**config.mk**
```make
export PLATFORM = sky130hd
export DESIGN_NAME = fragment_hole_tracker
export DESIGN_NICKNAME = d
export VERILOG_FILES = /design/src/sv/fht_pkg.sv /design/src/sv/fragment_hole_tracker.sv
export SDC_FILE = /design/constraint.sdc
export NUM_CORES = 2
export LEC_CHECK = 0
export BUFFER_PORTS_ARGS = -buffer_cell sky130_fd_sc_hd__buf_2
export CAP_MARGIN = 10
export CELL_PAD_IN_SITES_DETAIL_PLACEMENT = 0
export CELL_PAD_IN_SITES_GLOBAL_PLACEMENT = 1
export CORE_ASPECT_RATIO = 1.5
export CORE_MARGIN = 1
export CORE_UTILIZATION = 56
export CTS_BUF_LIST = sky130_fd_sc_hd__clkbuf_4
export DETAILED_ROUTE_END_ITERATION = 10
export PLACE_DENSITY = 0.82
export SYNTH_ARGS = -nofsm -noshare
export SYNTH_HDL_FRONTEND = slang
export SYNTH_SLANG_ARGS = --single-unit
```
**constraint.sdc**
```tcl
create_clock -name clock -period 13.4 [get_ports clock]
set_clock_uncertainty 0.05 [all_clocks]
set_input_delay 2.68 -clock clock [delete_from_list [all_inputs] [get_ports clock]]
set_output_delay 2.68 -clock clock [all_outputs]
set_load 0.05 [all_outputs]
```
**src/sv/fht_pkg.sv**
```systemverilog
// Package with types and constants shared by the fragment hole tracker.
package fht_pkg;
   localparam int MAX_HOLES = 16;
   localparam int POS_BITS = 32;
   localparam int IDX_BITS = (MAX_HOLES > 1) ? $clog2(MAX_HOLES) : 1;
   localparam int CNT_BITS = $clog2(MAX_HOLES + 1);
   localparam int ADDR_BITS = 3;
   localparam logic [ADDR_BITS-1:0] ADDR_TOTAL_SIZE = 3'd0;
   localparam logic [ADDR_BITS-1:0] ADDR_MAX_FRAG = 3'd4;
   localparam logic [15:0] MAX_FRAG_RESET = 16'd1024;

   typedef struct packed {
      logic        mode;
      logic [31:0] fragment_start;
      logic [15:0] fragment_length;
   } req_type;

   typedef struct packed {
      logic [31:0] next_missing_start;
      logic [15:0] next_missing_length;
      logic        all_received;
      logic        table_overflow;
   } rsp_type;

   typedef enum logic [2:0] {
      ST_IDLE,
      ST_CHECK,
      ST_WALK,
      ST_REPORT,
      ST_READ0
   } state_type;
endpackage

```
**src/sv/fragment_hole_tracker.sv**
```systemverilog
// Top level of the fragment hole tracker: hole table in memory and its sequencer.
//
// Usage: pulse req_start with req_data while busy is low. mode 1 starts a new
// message (one hole covering total_size bytes); mode 0 cuts the fragment range
// out of the hole table. Each transaction produces exactly one result on
// rsp_data, marked by rsp_valid for one cycle; the receiver cannot stall it.
// total_size and the reported length cap are written through the csr_ APB port
// at byte addresses 0 and 4; the user is to write them only while the block is
// idle, and the block itself does not enforce this. A new-message item goes
// through ST_READ0 and ST_REPORT. A fragment is checked in ST_CHECK, each hole
// read once, then walked in ST_WALK and reported through ST_READ0 and
// ST_REPORT; an overflow ends the check early. busy falls in the cycle that
// carries the result, so the next item can be accepted at its end.
// The hole table sits in a single-port-read memory, so every hole is read once
// to check for a split that would overflow, then read again while the trimmed
// table is written back in order. Entry zero is then read for the report.
// Reset clears the hole count (all_received), the control state and the
// CSR registers to their defaults; the hole memory needs no clearing as only
// entries below the count are ever read.
module fragment_hole_tracker (
   input  logic                   clock,
   input  logic                   reset,
   input  logic                   req_start,
   input  fht_pkg::req_type       req_data,
   output logic                   busy,
   output logic                   rsp_valid,
   output fht_pkg::rsp_type       rsp_data,
   input  logic                   csr_psel,
   input  logic                   csr_penable,
   input  logic                   csr_pwrite,
   input  logic [fht_pkg::ADDR_BITS-1:0] csr_paddr,
   input  logic [31:0]            csr_pwdata,
   output logic [31:0]            csr_prdata,
   output logic                   csr_pready
);
   localparam int PB = fht_pkg::POS_BITS;
   localparam int IB = fht_pkg::IDX_BITS;
   localparam int CB = fht_pkg::CNT_BITS;

   logic [2*PB-1:0] mem [fht_pkg::MAX_HOLES];
   logic [2*PB-1:0] rd_ff;

   fht_pkg::state_type state_ff, state_in;
   logic [31:0] total_ff;
   logic [15:0] maxf_ff;
   logic [CB-1:0] count_ff, count_in;
   logic [CB-1:0] rdi_ff, rdi_in;
   logic [CB-1:0] wri_ff, wri_in;
   logic rdv_ff, rdv_in;
   logic ovf_ff, ovf_in;
   logic [PB-1:0] s_ff;
   logic [PB:0] e_ff;
   logic [PB-1:0] pend_b_ff, pend_b_in;
   logic [PB-1:0] pend_f_ff, pend_f_in;
   logic pend_ff, pend_in;
   logic rsp_valid_ff;
   fht_pkg::rsp_type rsp_ff;

   logic cfg_wr;
   logic accept;
   logic we;
   logic [IB-1:0] waddr;
   logic [2*PB-1:0] wdata;
   logic [PB-1:0] hb, hf;
   logic meets, left, right, split;

   assign cfg_wr = csr_psel & csr_penable & csr_pwrite;
   assign csr_pready = 1'b1;
   always_comb begin
      case (csr_paddr)
         fht_pkg::ADDR_TOTAL_SIZE: csr_prdata = total_ff;
         fht_pkg::ADDR_MAX_FRAG: csr_prdata = {16'd0, maxf_ff};
         default: csr_prdata = 32'd0;
      endcase
   end

   always_ff @(posedge clock) begin
      if (reset) begin
         total_ff <= 32'd0;
         maxf_ff <= fht_pkg::MAX_FRAG_RESET;
      end else if (cfg_wr) begin
         if (csr_paddr == fht_pkg::ADDR_TOTAL_SIZE) total_ff <= csr_pwdata;
         if (csr_paddr == fht_pkg::ADDR_MAX_FRAG) maxf_ff <= csr_pwdata[15:0];
      end
   end

   assign busy = (state_ff != fht_pkg::ST_IDLE);
   assign accept = req_start & ~busy;

   assign hb = rd_ff[2*PB-1:PB];
   assign hf = rd_ff[PB-1:0];
   assign meets = ({1'b0, hb} < e_ff) && (s_ff < hf) && (e_ff != {1'b0, s_ff});
   assign left = meets && (hb < s_ff);
   assign right = meets && (e_ff < {1'b0, hf});
   assign split = left && right;

   // Next state.
   always_comb begin
      state_in = state_ff;
      case (state_ff)
         fht_pkg::ST_IDLE: begin
            if (accept) begin
               if (req_data.mode) state_in = fht_pkg::ST_READ0;
               else state_in = fht_pkg::ST_CHECK;
            end
         end
         fht_pkg::ST_CHECK: begin
            if (rdv_ff && split && (count_ff >= CB'(fht_pkg::MAX_HOLES)))
               state_in = fht_pkg::ST_READ0;
            else if (rdv_ff && (rdi_ff == count_ff)) state_in = fht_pkg::ST_WALK;
            else if (!rdv_ff && (rdi_ff == count_ff)) state_in = fht_pkg::ST_WALK;
         end
         fht_pkg::ST_WALK: begin
            if (!rdv_ff && !pend_ff && (rdi_ff == count_ff))
               state_in = fht_pkg::ST_READ0;
         end
         fht_pkg::ST_READ0: state_in = fht_pkg::ST_REPORT;
         fht_pkg::ST_REPORT: state_in = fht_pkg::ST_IDLE;
         default: state_in = fht_pkg::ST_IDLE;
      endcase
   end

   // Datapath control: new-message write, reads, write-back of the trimmed table.
   always_comb begin
      count_in = count_ff;
      rdi_in = rdi_ff;
      wri_in = wri_ff;
      rdv_in = 1'b0;
      ovf_in = ovf_ff;
      pend_in = pend_ff;
      pend_b_in = pend_b_ff;
      pend_f_in = pend_f_ff;
      we = 1'b0;
      waddr = wri_ff[IB-1:0];
      wdata = {hb, hf};
      case (state_ff)
         fht_pkg::ST_IDLE: begin
            rdi_in = '0;
            wri_in = '0;
            ovf_in = 1'b0;
            pend_in = 1'b0;
            if (accept && req_data.mode) begin
               we = (total_ff[PB-1:0] != '0);
               waddr = '0;
               wdata = {{PB{1'b0}}, total_ff[PB-1:0]};
               count_in = we ? CB'(1) : '0;
            end
         end
         fht_pkg::ST_CHECK: begin
            if (rdv_ff && split && (count_ff >= CB'(fht_pkg::MAX_HOLES))) begin
               ovf_in = 1'b1;
            end else if (rdi_ff != count_ff) begin
               rdv_in = 1'b1;
               rdi_in = rdi_ff + CB'(1);
            end else begin
               rdi_in = '0;
            end
         end
         fht_pkg::ST_WALK: begin
            // A pending right part is written back from its register while the next read is issued.
            if (pend_ff) begin
               we = 1'b1;
               wdata = {pend_b_ff, pend_f_ff};
               wri_in = wri_ff + CB'(1);
               pend_in = 1'b0;
               if (rdi_ff != count_ff) begin
                  rdv_in = 1'b1;
                  rdi_in = rdi_ff + CB'(1);
               end
            end else begin
               if (rdv_ff) begin
                  if (!meets) begin
                     we = 1'b1;
                     wri_in = wri_ff + CB'(1);
                  end else begin
                     if (left) begin
                        we = 1'b1;
                        wdata = {hb, s_ff};
                        wri_in = wri_ff + CB'(1);
                     end
                     if (right) begin
                        if (left) begin
                           pend_in = 1'b1;
                           pend_b_in = e_ff[PB-1:0];
                           pend_f_in = hf;
                        end else begin
                           we = 1'b1;
                           wdata = {e_ff[PB-1:0], hf};
                           wri_in = wri_ff + CB'(1);
                        end
                     end
                  end
               end
               if (!(rdv_ff && split) && (rdi_ff != count_ff)) begin
                  rdv_in = 1'b1;
                  rdi_in = rdi_ff + CB'(1);
               end
               if (!rdv_ff && !pend_ff && (rdi_ff == count_ff)) count_in = wri_ff;
            end
         end
         default: begin
         end
      endcase
   end

   // After a split the write address can catch up with the read address; both
   // then act at the same edge and the read returns the old word, which has
   // still to be walked, so no forwarding is needed.
   always_ff @(posedge clock) begin
      if (we) mem[waddr] <= wdata;
      if (state_ff == fht_pkg::ST_READ0) rd_ff <= mem[0];
      else rd_ff <= mem[rdi_ff[IB-1:0]];
      if (accept) begin
         s_ff <= req_data.fragment_start[PB-1:0];
         e_ff <= {1'b0, req_data.fragment_start[PB-1:0]} + (PB+1)'(req_data.fragment_length);
      end
      pend_b_ff <= pend_b_in;
      pend_f_ff <= pend_f_in;
   end

   always_ff @(posedge clock) begin
      if (reset) begin
         state_ff <= fht_pkg::ST_IDLE;
         count_ff <= '0;
         rdi_ff <= '0;
         wri_ff <= '0;
         rdv_ff <= 1'b0;
         ovf_ff <= 1'b0;
         pend_ff <= 1'b0;
         rsp_valid_ff <= 1'b0;
      end else begin
         state_ff <= state_in;
         count_ff <= count_in;
         rdi_ff <= rdi_in;
         wri_ff <= wri_in;
         rdv_ff <= rdv_in;
         ovf_ff <= ovf_in;
         pend_ff <= pend_in;
         rsp_valid_ff <= (state_ff == fht_pkg::ST_REPORT);
      end
   end

   // Output register.
   always_ff @(posedge clock) begin
      if (state_ff == fht_pkg::ST_REPORT) begin
         rsp_ff.table_overflow <= ovf_ff;
         if (count_ff == '0) begin
            rsp_ff.next_missing_start <= 32'd0;
            rsp_ff.next_missing_length <= 16'd0;
            rsp_ff.all_received <= 1'b1;
         end else begin
            rsp_ff.next_missing_start <= 32'(hb);
            rsp_ff.all_received <= 1'b0;
            if ((hf - hb) > PB'(maxf_ff)) rsp_ff.next_missing_length <= maxf_ff;
            else rsp_ff.next_missing_length <= 16'(hf - hb);
         end
      end
   end

   assign rsp_valid = rsp_valid_ff;
   assign rsp_data = rsp_ff;

`ifndef SYNTHESIS
   a_count_range: assert property (@(posedge clock) disable iff (reset)
      count_ff <= CB'(fht_pkg::MAX_HOLES))
      else $error("hole count exceeds table size");
   a_one_rsp: assert property (@(posedge clock) disable iff (reset)
      rsp_valid |-> !$past(rsp_valid))
      else $error("two results in a row");
   a_rsp_after_report: assert property (@(posedge clock) disable iff (reset)
      (state_ff == fht_pkg::ST_REPORT) |=> rsp_valid)
      else $error("report without result");
   a_no_accept_busy: assert property (@(posedge clock) disable iff (reset)
      (state_ff == fht_pkg::ST_IDLE && req_start) |=> busy)
      else $error("accepted item not processed");
`endif
endmodule
```
==> impl_metrics.yaml <==
outcome:
  status: "finished clean"
timing:
  max_freq_ghz: 0.144
  period_needed_ns: 6.94
  tightest_slew_ns: 1.30
  fin_setup_tns_ns: 0
  rsz0062_at_grt: "no"
  setup_violations: 0
  fin_crit_sh: 0.518
  finalMaxSlewViolations: 0
  slew_headroom: 0.128
  hold_viol: 0
floorplanning:
  core_sq_mm: 0.103
  die-height_microns: 396
  io-pin-count: 175
  dieArea_sq_mm: 0.105
  die_w_microns: 265
  placementRows: 144
  start_util: 0.565
global_routing:
  top_usage_layer: "met2"
  grt_pass1_vias: 35076
  grt_util_met1: 0.384
  antenna_found_initial: 11
  grtUsageMet2: 0.492
  grt_pass1_wl_mm: 226
  grt_use_met3: 0.0667
  grt_use_total: 0.301
  grt_max_degree: 105
  overflow: 0
detailed_routing:
  drt_iter0_drc: 3865
  drt-wirelength-per-cell_microns: 28.7
  wl_mm: 156
  drt_first_pass_iters: 6
  via_count: 34891
  drc: 0
  drtAntennaViolNets: 0
  avgViaCountPerCell: 6.41
synthesis:
  ys.flop_type: "edfxtp_1"
  yosysSeqAreaShare: 0.670
  ys_top_cells_by_area: "edfxtp_1 (62%), mux4_2 (12%), dfxtp_1 (4.8%)"
  avgSynthCellArea_sq_um: 16.7
  synth_edf_count: 1203
  ys_ff_latch: 1341
  synthArstFlopShare: 0
  syn_nets: 3766
  synth_top_area_share: 0.622
  synthSimpleGateAreaFrac: 0.0475
  synthCells: 3485
  synth_area_sq_mm: 0.0581
  yosysMostFrequentCell: "edfxtp_1"
  synth-compound-area-share: 0.0692
  synthTopCellsByCount: "edfxtp_1 (1,203), mux4_2 (320), nand2_1 (201), ha_1 (189), inv_1 (174)"
  synth_mux_area_frac: 0.137
  yosysUniqueCellTypes: 80
  synthAdderAreaFrac: 0.0414
  synth-xor-area-share: 0.0128
  yosys_warnings: 0
  yosysTopAreaCell: "edfxtp_1"
  synth_top_family_by_area: "multiplexers"
cells_and_area:
  final_nets: 4180
  areaGrowthSynthToFinish_pct: 11.4
  fillers: 7423
  drive_above_1_share: 0.286
  multi_input_area_sq_mm: 0.0181
  seqCellArea_sq_mm: 0.0389
critical_path:
  worstReg2RegEnd: "rsp_data[6]$_SDFFCE_PP0P_"
  crit_type: "in2out"
  critical_path_arrival_ns: 4.21
  r2r-start: "rd_ff[0]$_DFF_P_"
  r2r_cells: 18
  cp_max_fo: 18
  rrSetupSlack_ns: 7.44
  crit_required_ns: 10.67
  worstSetupEndpointType: "primary output"
  start_kind: "primary input"
clocking:
  cts_tree: "yes"
  clkLatencyLatePin_ns: 1.23
  cts_hold_buffers: 0
  ctsResizeCount: 0
  clock_sinks: 1341
  cts_buffers: 316
  root_buffer: "clkbuf_4"
  cts_htree_levels: 5
  cts.clk_slew.worst_paths_ns: 0.07
  cts_setup_buffers: 0
  cts_buffer_depth: 4
placed_design:
  gp_congestion: 0.938
  dp_hpwl_mm: 98.2
  port_buffers: 173
hold_path:
  hold_end: "rd_ff[53]$_DFF_P_"
  min_path_type: "reg2reg"
  hold_depth: 1
  min_from: "mem[0][53]$_DFFE_PP_"
job:
  maxCapViolCount: 0
pwr:
  power_mw: 10.4
  ir_drop_uv: 68.3
  p_per_area_mw_per_mm2: 161
  p_leak_nw: 22.0
cells by family (layout without fill, tap and decap cells):
group | count (synthesis) | in the layout
AOI/OAI and AO/OA | 572 | 572
xor gates and xnor gates | 85 | 85
adders and majority gates | 191 | 191
buffers and inverters | 336 | 976
DFF | 1341 | 1341
muxes | 388 | 388
other | 1 | 6
and+or+nand+nor | 571 | 571
worst max path at each step:
stage | from | to | slack (ns) | cells after the start
after global placement | csr_paddr[1] | csr_prdata[12] | 6.60 | 4
final | csr_paddr[1] | csr_prdata[9] | 6.46 | 4
after CTS | csr_paddr[1] | csr_prdata[1] | 6.47 | 4
after detailed placement | csr_paddr[1] | csr_prdata[1] | 6.47 | 4
after floorplan | s_ff[25]$_DFFE_PP_ | mem[4][0]$_DFFE_PP_ | 4.12 | 12
after global routing | csr_paddr[1] | csr_prdata[5] | 6.33 | 4
through the flow:
stage	utilization	setup slack, ns	cells	area [sq um]	hold WS (ns)
final	0.630	6.46	5444	64700	0.420
after floorplan	-	4.12	3485	58100	0.359
after global routing	0.630	6.33	5443	64700	0.425
after CTS	0.629	6.47	5437	64600	0.418
after global placement	0.592	6.60	4893	60800	0.399
after detailed placement	0.592	6.47	4893	60800	0.403
where the power goes:
part           switching [mW]  total (mW)  leakage [nW]  internal, mW
combinational            1.26        2.01          7.65         0.747
sequential              0.219        5.22          12.0          5.00
clock                    1.55        3.18          2.34          1.64
per-layer routing:
| layer | vias up | wire, microns |
|---|---|---|
| met3 | 373 | 14400 |
| met2 | 1978 | 77000 |
| met5 | - | 98 |
| li1 | 15008 | - |
| met4 | 16 | 6370 |
| met1 | 17516 | 58000 |
state kept, by name (all words and copies together) (netlist names), named ones only:
signal,cells
pend_ff,1
state_ff,3
ovf_ff,1
total_ff,32
e_ff,33
count_ff,5
pend_f_ff,32
rsp_data,50
rdi_ff,5
wri_ff,5
pend_b_ff,32
rd_ff,64
s_ff,32
mem,1024
rdv_ff,1
maxf_ff,16
rsp_valid,1
critical path, cell delays in order:
cell and delay (ns):
buf_2 0.11, nor3b_2 0.90, a22o_1 0.25, buf_2 0.27
area by class of cell:
| type | instances | area share |
|---|---|---|
| Timing Repair Buffer | 257 | 0.0233 |
| Clock inverter | 83 | 0.00631 |
| Tap cell | 1314 | 0.0254 |
| Clock buffer | 461 | 0.0535 |
| Antenna cell | 5 | 0.000194 |
| Sequential cell | 1341 | 0.602 |
| Inverter | 175 | 0.0102 |
| Multi-Input combinational cell | 1808 | 0.279 |
placed cells by master (no fill, tap or decap), drive strengths merged, types with 70 or more instances in the layout:
cell type / n
clkinv: 73
a21oi: 154
nand2: 201
xnor2: 70
ha: 189
inv: 182
nor2: 102
clkbuf: 461
mux4: 320
dfxtp: 138
edfxtp: 1203
buf: 257
Note: power is estimated with default switching activity, not from simulation.
